## src/hdl/lam3_pkg.sv

```systemverilog
`default_nettype none
// ----------------------------------------------------------------------------
// lam3_pkg: shared types and constants of the label adjacency matrix unit
// Channel payloads, configuration layout, queue job format and state codes.
// ----------------------------------------------------------------------------
package lam3_pkg;

   // Widest label any build can hold (MAX_LABELS up to 1024)
   localparam int LBL_W     = 11;
   localparam int NB_COUNT  = 7;
   localparam int WORD_BITS = 64;

   // Command codes of the request channel
   localparam logic [1:0] CMD_VOXEL  = 2'd0;
   localparam logic [1:0] CMD_READ   = 2'd1;
   localparam logic [1:0] CMD_CLEAR  = 2'd2;
   localparam logic [1:0] CMD_UNUSED = 2'd3;

   // Configuration register indexes and reset values
   localparam int          CSR_IDX_W      = 4;
   localparam int          CSR_DATA_W     = 16;
   localparam logic [3:0]  CSR_NUM_LABELS = 4'd0;
   localparam logic [3:0]  CSR_SIZE_X     = 4'd1;
   localparam logic [3:0]  CSR_SIZE_Y     = 4'd2;
   localparam logic [3:0]  CSR_SIZE_Z     = 4'd3;
   localparam logic [8:0]  RST_NUM_LABELS = 9'd100;
   localparam logic [8:0]  RST_SIZE_X     = 9'd256;
   localparam logic [8:0]  RST_SIZE_Y     = 9'd256;
   localparam logic [15:0] RST_SIZE_Z     = 16'd1;

   typedef struct packed {
      logic [1:0]  cmd;
      logic [15:0] label_value;
      logic [7:0]  row_index;
      logic [1:0]  word_index;
   } req_type;

   typedef struct packed {
      logic [63:0] row_word;
      logic        frame_done;
      logic        label_error;
   } rsp_type;

   typedef struct packed {
      logic [8:0]  num_labels;
      logic [8:0]  size_x;
      logic [8:0]  size_y;
      logic [15:0] size_z;
   } cfg_type;

   typedef enum logic [1:0] {
      JOB_LINK,
      JOB_READ,
      JOB_CLEAR
   } job_kind_type;

   // One unit of work handed from the front end to the matrix engine
   typedef struct packed {
      job_kind_type                     kind;
      logic [LBL_W-1:0]                 lab;
      logic [NB_COUNT-1:0][LBL_W-1:0]   nb;
      logic [NB_COUNT-1:0]              mask;
      logic [7:0]                       row;
      logic [1:0]                       word;
      logic                             rd_ok;
      logic                             done;
      logic                             err;
   } job_type;

   typedef enum logic [1:0] {
      F_IDLE,
      F_UPPER,
      F_WRITE
   } front_state_type;

   typedef enum logic [2:0] {
      B_IDLE,
      B_FILL,
      B_RD,
      B_WR,
      B_RDATA
   } back_state_type;

endpackage
`default_nettype wire

```

## src/hdl/lam3_queue.sv

```systemverilog
`default_nettype none
// ----------------------------------------------------------------------------
// lam3_queue: job queue between front end and matrix engine
// Four-entry FIFO of jobs; lets either side stall without holding the other.
// ----------------------------------------------------------------------------
module lam3_queue (
   input  wire logic              clock,
   input  wire logic              reset,
   input  wire logic              push,
   input  wire lam3_pkg::job_type push_data,
   output logic                   full,
   input  wire logic              pop,
   output lam3_pkg::job_type      head,
   output logic                   empty
);
   import lam3_pkg::*;

   localparam int DEPTH = 4;
   localparam int PTR_W = 2;

   job_type          slot_ff [DEPTH];
   logic [PTR_W-1:0] wr_ptr_ff, wr_ptr_in;
   logic [PTR_W-1:0] rd_ptr_ff, rd_ptr_in;
   logic [PTR_W:0]   count_ff, count_in;

   assign full  = (count_ff == (PTR_W+1)'(DEPTH));
   assign empty = (count_ff == '0);
   assign head  = slot_ff[rd_ptr_ff];

   // Advance pointers and fill count
   always_comb begin
      wr_ptr_in = wr_ptr_ff + PTR_W'(push);
      rd_ptr_in = rd_ptr_ff + PTR_W'(pop);
      count_in  = count_ff + (PTR_W+1)'(push) - (PTR_W+1)'(pop);
   end

   always_ff @(posedge clock) begin
      if (reset) begin
         wr_ptr_ff <= '0;
         rd_ptr_ff <= '0;
         count_ff  <= '0;
      end else begin
         wr_ptr_ff <= wr_ptr_in;
         rd_ptr_ff <= rd_ptr_in;
         count_ff  <= count_in;
      end
   end

   // Store the pushed job
   always_ff @(posedge clock) begin
      if (push) begin
         slot_ff[wr_ptr_ff] <= push_data;
      end
   end

endmodule
`default_nettype wire

```

## config.mk

```make
export PLATFORM = sky130hd
export DESIGN_NAME = lam3_queue
export DESIGN_NICKNAME = d
export VERILOG_FILES = /design/src/hdl/lam3_pkg.sv /design/src/hdl/lam3_queue.sv
export SDC_FILE = /design/constraint.sdc
export NUM_CORES = 1
export LEC_CHECK = 0
export BUFFER_PORTS_ARGS = -buffer_cell sky130_fd_sc_hd__buf_4
export CAP_MARGIN = 25
export CORE_MARGIN = 3
export CORE_UTILIZATION = 50
export CTS_CLUSTER_SIZE = 12
export DETAILED_ROUTE_END_ITERATION = 10
export GPL_TIMING_DRIVEN = 1
export PLACE_DENSITY_LB_ADDON = 0.1
export SYNTH_ARGS = -nofsm -noshare
export SYNTH_HDL_FRONTEND = slang
export SYNTH_SLANG_ARGS = --single-unit
```

## constraint.sdc

```tcl
create_clock -name clock -period 9.39 [get_ports clock]
set_input_delay 0.4695 -clock clock [delete_from_list [all_inputs] [get_ports clock]]
set_output_delay 0.4695 -clock clock [all_outputs]
set_load 0.005 [all_outputs]
```

Word-level counts from Yosys, hierarchy flattened:

Memories as Yosys holds them, arrays and structs flattened. A register that Yosys moved wholly into a read port is not among the register bits.
Cells that the tools add are included.

* reduce and logical (&&, ||, !) cells: 1
* multiplexer cells: 3
* equality and inequality tests: 1
* add/subtract/negate cells: 4

Operator list (count)
* $add A2 B1 Y2: 2
* $add A3 B1 Y3: 1
* $eq A3 B3 Y1 const B: 1
* $logic_not A3 Y1: 1
* $sub A3 B1 Y3: 1
* $mux W1: 2
* $mux W2: 1

* memories kept: 1
* bits in registers: 7
* bits of input ports: 114
* RAM bits: 440
* output and inout port bits: 112
* word-level logic and storage cells: 13

Memories
* slot_ff: depth 4, bits a word 110, read ports 1, clocked after Yosys merged registers in 1, write ports 1, RTL line lam3_queue.sv:21 `job_type slot_ff [DEPTH];`

Logic depth before layout (Yosys ltp):

* word-level depth: 2
* mapped depth: 7

Least setup slack after synthesis:

OpenSTA, ideal clock, no wires.

* path kind: input -> register
* from: input push
* to: memory slot_ff[0][0] (netlist bit) (enable)
* data required time: 8655 ps
* path slack: 303 ps
* setup time: 735 ps
* stages: 1
* arrival: 8351 ps
* cell sequence: nor3b_1

* word-level cells in the longest chain between the ends: 2

Ends and longest elaborated chain
* start: declaration: RTL line lam3_queue.sv:9 `input wire logic push,`
* $mux W1: RTL line lam3_queue.sv:51 `if (push) begin`
* $mux W1 (not written as such): RTL line lam3_queue.sv:52 `slot_ff[wr_ptr_ff] <= push_data;`
* end: declaration: RTL line lam3_queue.sv:21

Every way passes these cells.

==> reports/results.ini <==
[outcome]
status=complete, no violations

[yosys]
yosysMostFrequentCell=edfxtp_1
ys_warn_count=0
async_flop_share=0
netlist_area_um2=16220
synth_nets=726
synth_top_area_frac=0.8144
netlist_instances=607
ys_seq_area_frac=0.8230
synth_top_cell_by_area=edfxtp_1
ys.flop_type=edfxtp_1
synth-edff-count=440
avgSynthCellArea_um2=26.73
synth_commonest_cells=edfxtp_1, mux4_2, buf_2, buf_6, dfxtp_1
netlist_top_cells_area=edfxtp_1, mux4_2, dfxtp_1, buf_6, buf_2
synth_cell_type_count=19
yosys_register_bits=447

[die]
num_rows=65
fp.dieH_um=186.1
initial_core_util=0.5102
fp.coreArea_um2=31800
dieArea_um2=34650
die_w_um=186.1
io-pin-count=226

[sta]
slew_viol_final=0
fin_crit_sh=0.3556
hold_viol=0
fin_crit_ns=3.339
slew_headroom=0.4017
fmaxAchievable_mhz=299.5
finalSetupTns_ns=0
finalSetupViolations=0
tightest_slew_ns=0.8975
skew_ns=0.01278
rsz0062_at_grt=false

[clock_network]
worstSkewPairLatency_ns=0.54
ctsResizeCount=0
post-cts-setup-buffer-count=0
numCtsBuffers=46
ctsRootBufferMaster=clkbuf_16
cts_tree=done
clkSlewWorstSetupHoldPaths_ns=0.06
cts_hold_buf=0
cts.path.max_buffers=3
numClockSinks=447
h-tree-depth=2

[power_and_ir_drop]
p_switching_uw=908.7
power_density_nw_per_um2=219.5
p_int_mw=3.434
power.leakage_nw=6.618
vdd_drop_max_v=0.0001633
p_sw_frac=0.2092
p_clk_frac=0.363
pwr-share-comb=0.102
sequentialPowerShare=0.536

[route]
ant_nets=0
first_iter_violations=425
dr_total_vias=7212
vias_per_cell=5.414
drc_errors=0
drtPass1Iterations=4
drt_wl_total_mm=30.54
wl_per_cell_um=22.93

[worst_setup_path]
path_class=register to output port
slowest_delay_ns=0.78
cpMaxStageDelayCell=buf_4
worst-endpoint-arrival_ns=2.87
cpMostUsedCell=buf_4
crit_fanout=44
crit_required_ns=8.92
crit_family=buffers and inverters
crit_path_cell_trace=buf_4, mux4_2, buf_4
worst-path-buf-inv=2
end_kind=output port
start_kind=register

[global_route]
grt_pass1_vias=7930
grt_overflow=0
met3_usage=0.04823
grt_util_met2=0.2948
grt.busiest_layer=met2
grt.total_usage=0.1780
antenna_found_initial=2
grt_pass1_wl_mm=46.07
use_met1=0.2381
grt_max_degree=69

[finish]
drive_above_1_share=0.4537
nets=989
final_cells=1332
fin_area_um2=19790
diodes=0
syn2layout_area_growth_pct=21.98

[place]
post-place-cells=1255
port_buffers=225
post-dp-hpwl_mm=18.15
dpl_cell_area_um2=18450
gp_congestion=0.7470

[hold_path]
hp-class=input port to register

[flow_run]
drv_cap=0

## per-layer routing
| layer | vias up | part of all wire |
|---|---|---|
| met4 | 4 | 0.021 |
| met3 | 52 | 0.068 |
| met2 | 204 | 0.50 |
| met1 | 3804 | 0.41 |
| met5 | - | 0.0011 |
| li1 | 3148 | - |
## worst register-to-register path: cells and delay by family, from the launching register on
| family | cells | cell delay (ns) |
|---|---|---|
| buf+inv | 2 | 0.78 |
| simple gates | 1 | 0.70 |
| flops | 1 | 0.47 |
## power by group through the flow
stage / Combinational, mW / Clock, mW / Sequential (mW)
3_3_place_gp: 0.438 / 0 / 2.36
6_report: 0.441 / 1.57 / 2.33
3_5_place_dp: 0.449 / 0 / 2.37
2_1_floorplan: 0.229 / 0 / 2.37
4_1_cts: 0.451 / 1.62 / 2.33
5_1_grt: 0.479 / 1.71 / 2.34
## kinds of logic (layout without fill, tap and decap cells)
| family | Yosys count | after routing | share of synthesized area |
|---|---|---|---|
| buffers and inverters | 28 | 318 | 0.01265 |
| xor gates and xnor gates | 3 | 3 | 0.002545 |
| and+or+nand+nor | 14 | 14 | 0.004780 |
| adders and majority gates | 5 | 5 | 0.004319 |
| DFF | 447 | 447 | 0.8230 |
| muxes | 110 | 110 | 0.1527 |
## metrics by stage
step / util / setup WS (ns) / hold slack [ns] / total power, mW
2_1_floorplan: - / 0.3032 / 0.5238 / 2.595
3_3_place_gp: 0.5775 / 6.514 / 0.5638 / 2.802
3_5_place_dp: 0.5801 / 6.488 / 0.6024 / 2.820
4_1_cts: 0.6206 / 5.904 / 0.09646 / 4.404
5_1_grt: 0.6223 / 5.787 / 0.1031 / 4.520
6_report: 0.6223 / 6.051 / 0.1246 / 4.343
## final cells by class
| cell class | instances | area, µm² |
|---|---|---|
| multi-input cells | 132 | 2688 |
| fillers | 2177 | 12010 |
| clock inverters | 17 | 92.59 |
| clock buffers | 58 | 1196 |
| inverters | 4 | 15.01 |
| flip-flops and latches | 447 | 13360 |
| well taps | 435 | 544.3 |
| repair buffers | 239 | 1894 |
## state kept, by name, summed over array words and instances, names as in the netlist
signal and cells:
count_ff 3, slot_ff 440, wr_ptr_ff 2, rd_ptr_ff 2
## worst paths after layout
| check | start | end | slack (ns) | depth (start not counted) |
|---|---|---|---|---|
| hold reg to reg | wr_ptr_ff[1] | wr_ptr_ff[1] | 0.61 | 2 |
| setup / recovery | rd_ptr_ff[0] | head[43] | 6.05 | 3 |
| setup reg to reg | wr_ptr_ff[0] | slot_ff[1][14] | 7.05 | 3 |
| hold / removal | push_data[29] | slot_ff[0][29] | 0.12 | 1 |
## cell usage in the layout (no fill, tap or decap), types with 2 or more instances in the layout
cell type  instances
clkinv_1          11
nor2b_1            4
edfxtp_1         440
xnor2_1            2
inv_6              2
dfxtp_4            2
mux4_2           110
clkinv_2           2
clkbuf_1          12
buf_4            234
clkbuf_16         46
ha_1               4
inv_1              4
dfxtp_1            5
buf_16             5
nor2_1             3
No activity file was read; power rests on OpenSTA's default activity.
